<file path="src/rtl/jdcd_pkg.sv">
`timescale 1ns / 1ps

package jdcd_pkg;

  // Width of the day number port.
  localparam int unsigned DAY_NUMBER_BITS = 39;
  localparam int unsigned YEAR_BITS = 31;

  // Cycles from an accepted request to its result strobe.
  localparam int unsigned LATENCY = 10;

  typedef logic [DAY_NUMBER_BITS-1:0] day_t;
  typedef logic [YEAR_BITS-1:0] year_t;

  localparam day_t AD_EPOCH = day_t'(1721424);
  localparam day_t LAST_JULIAN = day_t'(2299160);
  localparam day_t GREG_MARCH_EPOCH = day_t'(1721120);

  // Division by the 400-year Gregorian cycle. The reciprocal is truncated at
  // 2^DAY_NUMBER_BITS, so the estimated quotient is low by at most one.
  localparam int unsigned ERA_BITS = DAY_NUMBER_BITS - 17;
  localparam int unsigned ZLO_BITS = 24;
  localparam int unsigned ZHI_BITS = DAY_NUMBER_BITS - ZLO_BITS;
  typedef logic [ERA_BITS-1:0] era_t;
  typedef logic [DAY_NUMBER_BITS+ERA_BITS-1:0] era_prod_t;
  typedef logic [ERA_BITS+8:0] era400_t;
  localparam era_t ERA_RECIP = era_t'((64'd1 << DAY_NUMBER_BITS) / 64'd146097);
  localparam logic [18:0] ERA_DAYS = 19'd146097;

  // Exact reciprocals for narrow dividends: shift = dividend bits + clog2(divisor).
  localparam int unsigned JV_BITS = 21;
  localparam int unsigned J4_SH = JV_BITS + $clog2(1461);
  localparam logic [22:0] J4_RECIP = 23'((64'd1 << J4_SH) / 64'd1461 + 64'd1);

  localparam int unsigned D1460_SH = 18 + $clog2(1460);
  localparam logic [19:0] D1460_RECIP = 20'((64'd1 << D1460_SH) / 64'd1460 + 64'd1);

  localparam int unsigned D365_SH = 18 + $clog2(365);
  localparam logic [19:0] D365_RECIP = 20'((64'd1 << D365_SH) / 64'd365 + 64'd1);

  localparam int unsigned D100_SH = 9 + $clog2(100);
  localparam logic [10:0] D100_RECIP = 11'((64'd1 << D100_SH) / 64'd100 + 64'd1);

  localparam int unsigned D153_SH = 11 + $clog2(153);
  localparam logic [12:0] D153_RECIP = 13'((64'd1 << D153_SH) / 64'd153 + 64'd1);

  // First day of a month within a January-based year, zero based.
  function automatic logic [8:0] month_start(logic [3:0] idx, logic leap);
    logic [8:0] base;
    case (idx)
      4'd0:    base = 9'd0;
      4'd1:    base = 9'd31;
      4'd2:    base = 9'd59;
      4'd3:    base = 9'd90;
      4'd4:    base = 9'd120;
      4'd5:    base = 9'd151;
      4'd6:    base = 9'd181;
      4'd7:    base = 9'd212;
      4'd8:    base = 9'd243;
      4'd9:    base = 9'd273;
      4'd10:   base = 9'd304;
      4'd11:   base = 9'd334;
      default: base = 9'd0;
    endcase
    return base + {8'd0, leap & (idx >= 4'd2)};
  endfunction

  // First day of a month within a March-based year, zero based.
  function automatic logic [8:0] march_start(logic [3:0] mp);
    logic [8:0] base;
    case (mp)
      4'd0:    base = 9'd0;
      4'd1:    base = 9'd31;
      4'd2:    base = 9'd61;
      4'd3:    base = 9'd92;
      4'd4:    base = 9'd122;
      4'd5:    base = 9'd153;
      4'd6:    base = 9'd184;
      4'd7:    base = 9'd214;
      4'd8:    base = 9'd245;
      4'd9:    base = 9'd275;
      4'd10:   base = 9'd306;
      4'd11:   base = 9'd337;
      default: base = 9'd0;
    endcase
    return base;
  endfunction

endpackage

</file>
<file path="src/rtl/jdcd_era_div.sv">
`timescale 1ns / 1ps

// Splits a March-based day count into 400-year eras and the day within the era.
module jdcd_era_div (
  input  logic               clk,
  input  logic               rst,
  input  logic               in_valid,
  input  jdcd_pkg::day_t     z,
  output logic               out_valid,
  output jdcd_pkg::era_t     era,
  output logic [17:0]        doe
);

  logic va;
  logic vb;
  logic vc;
  logic [jdcd_pkg::ZLO_BITS+jdcd_pkg::ERA_BITS-1:0] pp_lo;
  logic [jdcd_pkg::ZHI_BITS+jdcd_pkg::ERA_BITS-1:0] pp_hi;
  logic [18:0] zl_a;
  logic [18:0] zl_b;
  jdcd_pkg::era_prod_t prod_sum;
  jdcd_pkg::era_t q_b;
  jdcd_pkg::era_t q_c;
  logic [jdcd_pkg::ERA_BITS+17:0] qd;
  logic [18:0] rem_c;
  logic [18:0] rem_adj;

  always_ff @(posedge clk) begin
    if (rst) begin
      va <= 1'b0;
      vb <= 1'b0;
      vc <= 1'b0;
      out_valid <= 1'b0;
    end else begin
      va <= in_valid;
      vb <= va;
      vc <= vb;
      out_valid <= vc;
    end
  end

  // Partial products of the reciprocal multiply.
  always_ff @(posedge clk) begin
    pp_lo <= {{jdcd_pkg::ERA_BITS{1'b0}}, z[jdcd_pkg::ZLO_BITS-1:0]} *
             {{jdcd_pkg::ZLO_BITS{1'b0}}, jdcd_pkg::ERA_RECIP};
    pp_hi <= {{jdcd_pkg::ERA_BITS{1'b0}}, z[jdcd_pkg::DAY_NUMBER_BITS-1:jdcd_pkg::ZLO_BITS]} *
             {{jdcd_pkg::ZHI_BITS{1'b0}}, jdcd_pkg::ERA_RECIP};
    zl_a  <= z[18:0];
  end

  assign prod_sum = {pp_hi, {jdcd_pkg::ZLO_BITS{1'b0}}} + jdcd_pkg::era_prod_t'(pp_lo);

  always_ff @(posedge clk) begin
    q_b  <= prod_sum[jdcd_pkg::DAY_NUMBER_BITS+jdcd_pkg::ERA_BITS-1:jdcd_pkg::DAY_NUMBER_BITS];
    zl_b <= zl_a;
  end

  // The remainder is below two eras, so its low 19 bits are exact.
  assign qd = {18'd0, q_b} * {{jdcd_pkg::ERA_BITS{1'b0}}, 18'd146097};

  always_ff @(posedge clk) begin
    rem_c <= zl_b - qd[18:0];
    q_c   <= q_b;
  end

  assign rem_adj = rem_c - jdcd_pkg::ERA_DAYS;

  always_ff @(posedge clk) begin
    if (rem_c >= jdcd_pkg::ERA_DAYS) begin
      era <= q_c + jdcd_pkg::era_t'(1);
      doe <= rem_adj[17:0];
    end else begin
      era <= q_c;
      doe <= rem_c[17:0];
    end
  end

endmodule

</file>
<file path="src/rtl/julian_day_to_calendar_date_top.sv">
`timescale 1ns / 1ps
// Julian day number to calendar date converter.
// Each accepted request shows its result with done high for exactly one cycle.
// Throughput: one request per cycle; busy stays low and the result side cannot stall.
// Reset (rst, synchronous, active high) clears all valid bits; no result leaves afterward.

module julian_day_to_calendar_date_top (
  input  logic                clk,
  input  logic                rst,
  input  logic                start,
  output logic                busy,
  input  jdcd_pkg::day_t      day_number,
  output logic                done,
  output logic [4:0]          day_of_month,
  output logic [3:0]          month,
  output jdcd_pkg::year_t     year,
  output logic                before_christ
);

  // Julian calendar result carried alongside the Gregorian stages.
  typedef struct packed {
    logic        bc;
    logic        greg;
    logic [4:0]  dom;
    logic [3:0]  mon;
    logic [12:0] year;
  } jul_t;

  // Stage 1: range decode and epoch offsets.
  logic v1;
  logic bc1;
  logic greg1;
  logic [jdcd_pkg::JV_BITS-1:0] jv1;
  logic [jdcd_pkg::JV_BITS-1:0] jv_next;
  jdcd_pkg::day_t z1;
  jdcd_pkg::day_t ad_offset;

  // Stage 2: Julian four-year cycle count.
  logic bc2;
  logic greg2;
  logic [jdcd_pkg::JV_BITS-1:0] jv2;
  logic [10:0] jt2;
  logic [43:0] jprod;

  // Stage 3: day within the four-year cycle.
  logic bc3;
  logic greg3;
  logic [10:0] jt3;
  logic [10:0] jk3;
  logic [20:0] jt_days;
  logic [20:0] jk_full;

  // Stage 4: year within the cycle and day of year.
  logic bc4;
  logic greg4;
  logic leap4;
  logic [8:0] jdoy4;
  logic [12:0] jyear4;
  logic [1:0] yoff;
  logic [10:0] yoff_days;
  logic [10:0] jdoy_full;
  logic leap_next;
  logic [12:0] jyear_next;

  // Stage 5 to 9: Julian result line.
  jul_t jl [5:9];
  logic [3:0] jmon_idx;
  logic [8:0] jdom_full;

  // Gregorian stages, fed by the era divider.
  logic v5;
  jdcd_pkg::era_t era5;
  logic [17:0] doe5;

  logic v6;
  jdcd_pkg::era_t era6;
  logic [17:0] doe6;
  logic [17:0] x6;
  logic [37:0] p1460;
  logic [6:0] q1460;
  logic [2:0] c36524;
  logic c146096;

  logic v7;
  logic [17:0] doe7;
  logic [8:0] yoe7;
  jdcd_pkg::year_t era400_7;
  logic [37:0] p365;
  jdcd_pkg::era400_t era_x400;

  logic v8;
  logic [8:0] doy8;
  jdcd_pkg::year_t gyp8;
  logic [19:0] p100;
  logic [1:0] y100;
  logic [17:0] yday;
  logic [17:0] doy_full;

  logic v9;
  logic [8:0] doy9;
  logic [3:0] mp9;
  jdcd_pkg::year_t gyp9;
  logic [10:0] mnum;
  logic [23:0] p153;

  logic [8:0] gdom_full;
  logic [3:0] gmon;
  jdcd_pkg::year_t gyear;

  // Every stage moves each cycle, so no request is ever held off.
  assign busy = 1'b0;

  // ------------------------------------------------------------------
  // Stage 1. Days before AD 1 count from 4713 BC, which opens a four-year
  // cycle with its leap year. Julian AD days count from 1 January AD 1.
  // The Gregorian path works from a day count that starts on 1 March AD 0.
  // ------------------------------------------------------------------
  assign ad_offset = day_number - jdcd_pkg::AD_EPOCH;
  assign jv_next = (day_number < jdcd_pkg::AD_EPOCH) ? day_number[jdcd_pkg::JV_BITS-1:0]
                                                     : ad_offset[jdcd_pkg::JV_BITS-1:0];

  always_ff @(posedge clk) begin
    if (rst) begin
      v1 <= 1'b0;
    end else begin
      v1 <= start & ~busy;
    end
  end

  always_ff @(posedge clk) begin
    bc1   <= day_number < jdcd_pkg::AD_EPOCH;
    greg1 <= day_number > jdcd_pkg::LAST_JULIAN;
    jv1   <= jv_next;
    z1    <= day_number - jdcd_pkg::GREG_MARCH_EPOCH;
  end

  // The 400-year era split takes four stages and lines up with stage 5.
  jdcd_era_div u_era_div (
    .clk       (clk),
    .rst       (rst),
    .in_valid  (v1),
    .z         (z1),
    .out_valid (v5),
    .era       (era5),
    .doe       (doe5)
  );

  // ------------------------------------------------------------------
  // Stage 2. Number of whole four-year Julian cycles, by an exact
  // reciprocal multiply.
  // ------------------------------------------------------------------
  assign jprod = {23'd0, jv1} * {21'd0, jdcd_pkg::J4_RECIP};

  always_ff @(posedge clk) begin
    bc2   <= bc1;
    greg2 <= greg1;
    jv2   <= jv1;
    jt2   <= jprod[jdcd_pkg::J4_SH+10:jdcd_pkg::J4_SH];
  end

  // ------------------------------------------------------------------
  // Stage 3. Day within the four-year cycle.
  // ------------------------------------------------------------------
  assign jt_days = {10'd0, jt2} * 21'd1461;
  assign jk_full = jv2 - jt_days;

  always_ff @(posedge clk) begin
    bc3   <= bc2;
    greg3 <= greg2;
    jt3   <= jt2;
    jk3   <= jk_full[10:0];
  end

  // ------------------------------------------------------------------
  // Stage 4. A BC cycle opens with its leap year; an AD cycle closes with
  // it. BC years count downward.
  // ------------------------------------------------------------------
  always_comb begin
    if (bc3) begin
      if (jk3 >= 11'd1096) begin
        yoff = 2'd3;
      end else if (jk3 >= 11'd731) begin
        yoff = 2'd2;
      end else if (jk3 >= 11'd366) begin
        yoff = 2'd1;
      end else begin
        yoff = 2'd0;
      end
    end else begin
      if (jk3 >= 11'd1095) begin
        yoff = 2'd3;
      end else if (jk3 >= 11'd730) begin
        yoff = 2'd2;
      end else if (jk3 >= 11'd365) begin
        yoff = 2'd1;
      end else begin
        yoff = 2'd0;
      end
    end
    case (yoff)
      2'd0:    yoff_days = 11'd0;
      2'd1:    yoff_days = 11'd365;
      2'd2:    yoff_days = 11'd730;
      default: yoff_days = 11'd1095;
    endcase
    leap_next = bc3 ? (jk3 < 11'd366) : (jk3 >= 11'd1095);
    // After the leading leap year of a BC cycle every year is one day later.
    jdoy_full = jk3 - yoff_days - {10'd0, bc3 & (jk3 >= 11'd366)};
    jyear_next = bc3 ? (13'd4713 - {jt3, 2'b00} - {11'd0, yoff})
                     : (13'd1 + {jt3, 2'b00} + {11'd0, yoff});
  end

  always_ff @(posedge clk) begin
    bc4    <= bc3;
    greg4  <= greg3;
    leap4  <= leap_next;
    jdoy4  <= jdoy_full[8:0];
    jyear4 <= jyear_next;
  end

  // ------------------------------------------------------------------
  // Stage 5. Month from the count of month starts the day has passed.
  // ------------------------------------------------------------------
  always_comb begin
    jmon_idx = 4'd0;
    for (int i = 1; i < 12; i++) begin
      if (jdoy4 >= jdcd_pkg::month_start(4'(i), leap4)) begin
        jmon_idx = jmon_idx + 4'd1;
      end
    end
    jdom_full = jdoy4 - jdcd_pkg::month_start(jmon_idx, leap4) + 9'd1;
  end

  always_ff @(posedge clk) begin
    jl[5].bc   <= bc4;
    jl[5].greg <= greg4;
    jl[5].dom  <= jdom_full[4:0];
    jl[5].mon  <= jmon_idx + 4'd1;
    jl[5].year <= jyear4;
    for (int i = 6; i <= 9; i++) begin
      jl[i] <= jl[i-1];
    end
  end

  // ------------------------------------------------------------------
  // Stage 6. Gregorian year-of-era numerator: remove one day per four
  // years, add back one per century and take off the last day of the era.
  // ------------------------------------------------------------------
  assign p1460 = {20'd0, doe5} * {18'd0, jdcd_pkg::D1460_RECIP};
  assign q1460 = p1460[jdcd_pkg::D1460_SH+6:jdcd_pkg::D1460_SH];
  assign c36524 = {2'd0, doe5 >= 18'd36524} + {2'd0, doe5 >= 18'd73048} +
                  {2'd0, doe5 >= 18'd109572} + {2'd0, doe5 >= 18'd146096};
  assign c146096 = (doe5 == 18'd146096);

  always_ff @(posedge clk) begin
    if (rst) begin
      v6 <= 1'b0;
    end else begin
      v6 <= v5;
    end
  end

  always_ff @(posedge clk) begin
    era6 <= era5;
    doe6 <= doe5;
    x6   <= doe5 - {11'd0, q1460} + {15'd0, c36524} - {17'd0, c146096};
  end

  // ------------------------------------------------------------------
  // Stage 7. Year of era, and the era's first year.
  // ------------------------------------------------------------------
  assign p365 = {20'd0, x6} * {18'd0, jdcd_pkg::D365_RECIP};
  assign era_x400 = {9'd0, era6} * jdcd_pkg::era400_t'(400);

  always_ff @(posedge clk) begin
    if (rst) begin
      v7 <= 1'b0;
    end else begin
      v7 <= v6;
    end
  end

  always_ff @(posedge clk) begin
    doe7      <= doe6;
    yoe7      <= p365[jdcd_pkg::D365_SH+8:jdcd_pkg::D365_SH];
    era400_7  <= jdcd_pkg::year_t'(era_x400);
  end

  // ------------------------------------------------------------------
  // Stage 8. Day of the March-based year.
  // ------------------------------------------------------------------
  assign p100 = {11'd0, yoe7} * {9'd0, jdcd_pkg::D100_RECIP};
  assign y100 = p100[jdcd_pkg::D100_SH+1:jdcd_pkg::D100_SH];
  assign yday = {9'd0, yoe7} * 18'd365 + {11'd0, yoe7[8:2]} - {16'd0, y100};
  assign doy_full = doe7 - yday;

  always_ff @(posedge clk) begin
    if (rst) begin
      v8 <= 1'b0;
    end else begin
      v8 <= v7;
    end
  end

  always_ff @(posedge clk) begin
    doy8 <= doy_full[8:0];
    gyp8 <= era400_7 + jdcd_pkg::year_t'(yoe7);
  end

  // ------------------------------------------------------------------
  // Stage 9. Month of the March-based year.
  // ------------------------------------------------------------------
  assign mnum = {2'd0, doy8} * 11'd5 + 11'd2;
  assign p153 = {13'd0, mnum} * {11'd0, jdcd_pkg::D153_RECIP};

  always_ff @(posedge clk) begin
    if (rst) begin
      v9 <= 1'b0;
    end else begin
      v9 <= v8;
    end
  end

  always_ff @(posedge clk) begin
    doy9 <= doy8;
    mp9  <= p153[jdcd_pkg::D153_SH+3:jdcd_pkg::D153_SH];
    gyp9 <= gyp8;
  end

  // ------------------------------------------------------------------
  // Stage 10. Gregorian day and month; January and February belong to the
  // next calendar year. The output register picks the calendar in force.
  // ------------------------------------------------------------------
  assign gdom_full = doy9 - jdcd_pkg::march_start(mp9) + 9'd1;
  assign gmon = (mp9 < 4'd10) ? (mp9 + 4'd3) : (mp9 - 4'd9);
  assign gyear = gyp9 + jdcd_pkg::year_t'(gmon <= 4'd2);

  always_ff @(posedge clk) begin
    if (rst) begin
      done <= 1'b0;
    end else begin
      done <= v9;
    end
  end

  always_ff @(posedge clk) begin
    if (jl[9].greg) begin
      day_of_month  <= gdom_full[4:0];
      month         <= gmon;
      year          <= gyear;
      before_christ <= 1'b0;
    end else begin
      day_of_month  <= jl[9].dom;
      month         <= jl[9].mon;
      year          <= jdcd_pkg::year_t'(jl[9].year);
      before_christ <= jl[9].bc;
    end
  end

endmodule

</file>
<file path="config.mk">
export PLATFORM = sky130hd
export DESIGN_NAME = julian_day_to_calendar_date_top
export DESIGN_NICKNAME = d
export VERILOG_FILES = /design/src/rtl/jdcd_pkg.sv /design/src/rtl/jdcd_era_div.sv /design/src/rtl/julian_day_to_calendar_date_top.sv
export SDC_FILE = /design/constraint.sdc
export NUM_CORES = 2
export LEC_CHECK = 0
export BUFFER_PORTS_ARGS = -buffer_cell sky130_fd_sc_hd__buf_2
export CORE_UTILIZATION = 50
export DETAILED_ROUTE_END_ITERATION = 8
export GPL_TIMING_DRIVEN = 0
export PLACE_DENSITY = 0.7
export SLEW_MARGIN = 20
export SYNTH_ARGS = -nofsm -noshare
export SYNTH_HDL_FRONTEND = slang
export SYNTH_HIERARCHICAL = 1
export SYNTH_SLANG_ARGS = --single-unit
</file>
<file path="constraint.sdc">
create_clock -name clk -period 20.4 [get_ports clk]
set_input_delay 4.08 -clock clk [delete_from_list [all_inputs] [get_ports clk]]
set_output_delay 4.08 -clock clk [all_outputs]
set_load 0.02 [all_outputs]
</file>
Word-level counts from Yosys, hierarchy flattened
Memories as Yosys holds them, arrays and structs flattened. A register that Yosys moved wholly into a read port is not among the register bits. Index checks and enable logic that the tools add are counted.

Register bits after elaboration: 582. Output and inout port bits: 43. Memory bits (writable): 120. Input bits: 42. Memories kept: 3. ROM bits: 288.

Order comparisons: 28. Multiplexer cells: 28. Equal/unequal tests: 3. Add/sub/neg operators: 53. Reduce and logical (&&, ||, !) cells: 1. Multipliers: 12. Bitwise logic cells: 2.

Memories: (no name shown) (words 16, width 9, rd ports 1, clocked after memory_dff 0, write ports 0, RTL line jdcd_pkg.sv:50) `case (idx)`; (no name shown) (words 16, width 9, rd ports 1, clocked after memory_dff 1, write ports 0, RTL line jdcd_pkg.sv:71) `case (mp)`; jl (words 5, width 24, rd ports 5, clocked after memory_dff 0, write ports 5, RTL line julian_day_to_calendar_date_top.sv:66) `jul_t jl [5:9];`.

Operators with widths (count): $mul A18 B16 Y33 const B (2); $ge A9 B9 Y1 (7); $add A61 B46 Y61 (1); $mux W4 (12); $mul A24 B21 Y45 const B (1); $add A4 B1 Y4 const B (11); $mul A21 B22 Y43 const B (1); $gt A39 B22 Y1 const B (1); $lt A39 B21 Y1 const B (1); $sub A39 B21 Y39 const B (1); $add A8 B1 Y9 const A (4); $ge A18 B17 Y1 const B (2); $mul A15 B21 Y36 const B (1); $add A31 B1 Y31 (1); $add A31 B9 Y31 (1); $add A9 B1 Y9 const A (3); $mul A22 B5 Y27 const B (1); $pmux W9 S3 (1); $mux W13 (2); $mul A11 B12 Y23 const B (1); $add A22 B1 Y22 const B (1); $ge A11 B10 Y1 const B (2); $ge A11 B11 Y1 const B (2); $ge A11 B9 Y1 const B (2); 52 further kinds (65).

Logic depth before layout (Yosys ltp)
Depth in word-level cells: 27. Mapped depth: 45. Depth with buffers taken out: 45.

By module
Netlist, hierarchy kept.

Modules (own cells, without submodules): julian_day_to_calendar_date_top (seq. area each 9549.2 um^2, instances 1, area an instance 41484.8 um^2, cells each 4001); jdcd_era_div (seq. area each 4043.9 um^2, instances 1, area an instance 22639.2 um^2, cells each 2148).

Least setup slack after synthesis
OpenSTA, ideal clock, no wires.

Path kind: reg2reg. From: register u_era_div.doe[7]. To: register x6[16]. Cell stages (with the launch flop): 36. Period minus slack after synthesis: 9.507 ns. Required time: 20.328 ns. Path slack: 10.893 ns. Arrival time: 9.436 ns. Cell sequence: dfxtp_1 -> fa_1 -> ha_1 -> inv_1 -> fa_1 -> inv_1 -> fa_1 -> fa_1 -> inv_1 -> fa_1 -> inv_1 -> ha_1 -> a21o_1 -> a21oi_1 -> nor2_1 -> or4b_2 -> a21oi_1 -> o21ai_0 -> a41oi_1 -> xor2_1 -> fa_1 -> fa_1 -> fa_1 -> fa_1 -> a21o_1 -> a21oi_1 -> o21bai_1 -> a21oi_1 -> o21bai_1 -> a21oi_1 -> nand2b_1 -> a21oi_1 -> o41ai_1 -> o311ai_0 -> a21oi_1 -> xor2_1.

Cells in the longest elaborated chain, start to end: 6.

Ends and longest elaborated chain: start: declaration (RTL line jdcd_era_div.sv:11) `output logic [17:0] doe`; start signal: assignment (RTL line jdcd_era_div.sv:71) `doe <= rem_adj[17:0];`; start signal: assignment (RTL line jdcd_era_div.sv:74) `doe <= rem_c[17:0];`; branches (longest 5 deep; another with $mul A18 B16 Y33); $sub A18 B1 Y18 (*) (RTL line julian_day_to_calendar_date_top.sv:266) `x6 <= doe5 - {11'd0, q1460} + {15'd0, c36524} - {17'd0, c146096};`; end signal: assignment (RTL line julian_day_to_calendar_date_top.sv:266); end: declaration (RTL line julian_day_to_calendar_date_top.sv:78) `logic [17:0] x6;`.

Mark *: on every way between the ends. A chain may end at the register's enable or synchronous reset.

Worst setup path in the final report
Same ends and word-level chain as after synthesis.

==> metrics.md <==
| Metric | Value |
|---|---|
| Outcome | finished, final reports clean |
| First-pass DRT Iterations | 5 |
| Avg Synthesized Cell Area | 10.4 um2 |
| Top_reg_cell synth | dfxtp_1 |
| # hold bufs at CTS | 0 |
| Placed cell area | 0.0666 mm2 |
| Number of port buffers | 73 |
| Worst path arrival time | 11.74 ns |
| H-tree depth | 3 |
| Layout area overhead | 7.83% |
| Via count | 40,193 |
| CTS clk-pin slew, worst paths | 0.06 ns |
| Antenna-violating nets left | 0 |
| Core region area | 0.127 mm2 |
| Synth Cell Area | 0.0641 mm2 |
| Fmax | 89.5 MHz |
| WHS | 0.319 ns |
| Reg-to-reg slack, setup | 9.23 ns |
| Routed vias/inst | 5.01 |
| Worst skew pair latency | 0.66 ns |
| CTS Buffer Depth | 3 |
| DRC viols | 0 |
| EDFF count, synth | 0 |
| Min-Delay Startpoint | u_era_div/zl_a[4] |
| Die Wd | 360 um |
| Flops & latches, synth | 679 |
| Setup crit start kind | flip-flop |
| Commonest non-fill, non-tap cell in the layout | inv_1 |
| Worst Path Required | 20.97 ns |
| Hold Crit Class | flip-flop to flip-flop |
| R2R Path Start | u_era_div/doe[7] |
| Final Slew Violations | 0 |
| Hold violation count in the final report | 0 |
| First-pass GRT wire length | 212,000 um |
| Post-synthesis sequential area ratio | 0.212 |
| DRT iter0 DRCs | 1,627 |
| CTS sink cnt | 679 |
| Max Cap Viol | 0 |
| # setup viols final | 0 |
| Clock Tree Root | clkbuf_16 |
| Top-level I/O count | 85 |
| DR WL/cell | 15.7 um |
| Slew HR | 0.321 |
| Non-filler cells, final | 8,017 |
| Routed Wire Length | 126,000 um |
| Worst setup startpoint | u_era_div/doe[7] |
| Cells after DPL | 7,884 |
| Vias in the first global route | 42,799 |
| Setup bufs post-CTS | 0 |
| Most frequent cells in the layout | inv_1, ha_1, fa_1 |
| GRT Overall Usage | 0.202 |
| Fin crit share | 0.548 |
| Crit-path max FO | 16 |
| Layout cells sized above 1 | 0.0425 |
| Fin area | 0.0691 mm2 |
| Tightest Pin Transition | 1.02 ns |
| Worst path max stage delay | 0.99 ns |
| Distinct cells, synth | 105 |
| Initial antenna violation count | 1 |
| Hpwl dp | 108,000 um |
| CP max-delay cell | dfxtp_1 |
| Most frequent cell on the critical path | fa_1 |
| Fin Clk Skew | 0.0215 ns |
| Critical path class | flip-flop to flip-flop |
| CTS tree | yes |
| Final min period | 11.17 ns |
| Nets@finish | 8,492 |
| Async SR Flop Fraction | 0 |
| Post-Route Setup TNS | 0 ns |
| CP endpoint kind | flip-flop |
| Largest net degree at the start of global routing | 17 |
| Syn. warnings | 6 |
| Total congestion overflow | 0 |
| Die height | 360 um |
| RSZ-0062 raised after global routing | no |
| Cts bufs inserted | 73 |
| # resized after CTS | 0 |
| Synthesized Nets | 8,344 |
| GP Congestion | 0.932 |
| Mapped Cells | 6,149 |
| Die area | 0.130 mm2 |
| Row cnt | 131 |
| Starting Density | 0.504 |
-- stage by stage --
step | util | setup slack, ns
after floorplan | - | 10.89
after global placement | 0.523 | 9.33
after detailed placement | 0.523 | 9.20
after CTS | 0.543 | 9.17
after global routing | 0.543 | 8.60
final | 0.543 | 9.23
-- routing by layer --
layer,part of all wire,global-route usage
met5,0,0
met4,0.028,0.0623
met3,0.035,0.0256
met2,0.49,0.353
met1,0.45,0.260
-- cells by family after synthesis --
kind of cell,Yosys count,share of synthesized area
flip-flops,679,0.212
buffers and inverters,1504,0.0885
AO/OA/AOI/OAI,623,0.0650
AND/OR/NAND/NOR,731,0.0569
multiplexers,24,0.00396
other,1,0.0000585
XOR/XNOR,434,0.0597
adder cells (fa/ha/maj),2153,0.514
-- layout make-up --
type | instances | area (um2)
Timing Repair Buffer | 73 | 365
Tap cell | 1662 | 2080
Antenna cell | 1 | 2.50
Multi-Input combinational cell | 3966 | 44900
Inverter | 1471 | 5520
Clock buffer | 94 | 2060
Sequential cell | 679 | 13600
Clock inverter | 38 | 512
Fill cell | 11066 | 58200
Buffer | 33 | 154
-- state kept, by name, summed over array words and instances (netlist names), 21 cells and up, named ones only --
name / cells
era400_7: 27
era6: 22
gyp8: 31
gyp9: 31
jl: 120
u_era_div/era: 22
u_era_div/pp_hi: 36
u_era_div/pp_lo: 21
u_era_div/q_b: 22
u_era_div/q_c: 22
year: 31
z1: 39
-- worst max-delay path, delay by kind of cell, from the launching register on --
kind            cells  cell delay (ns)
xor+xnor            2             0.54
simple gates        3             0.82
flops               1             0.99
compound gates     15             3.46
buf+inv             4             0.21
fa+ha+maj          11             5.08
-- final timing paths --
kind                  endpoint  cells past startpoint
max reg2reg             x6[16]                     35
min          u_era_div/zl_b[4]                      0
max                     x6[16]                     35
min reg2reg  u_era_div/zl_b[4]                      0
-- synth_stat cells (24+ instances only) --
cell type  count  area share
inv_1       1471       0.086
ha_1        1352        0.26
fa_1         801        0.25
dfxtp_1      679        0.21
xnor2_1      304       0.042
a21oi_1      183       0.014
nor2_1       173       0.010
nand2_1      159      0.0093
xor2_1       128       0.017
o21ai_0      100      0.0078
nand3_1       81      0.0063
a21o_1        65      0.0076
nor3_1        64      0.0050
o21bai_1      44      0.0052
o21a_1        43      0.0050
and3_1        38      0.0037
and2_1        35      0.0034
nor2b_1       34      0.0033
a211oi_1      28      0.0033
nand2b_1      27      0.0026
nand4_1       27      0.0026
clkbuf_1      24      0.0014
or3_1         24      0.0023
Power is left out: the tool's default activity adds up to more than one toggle a clock period on the data nets, which glitch-free logic cannot reach.
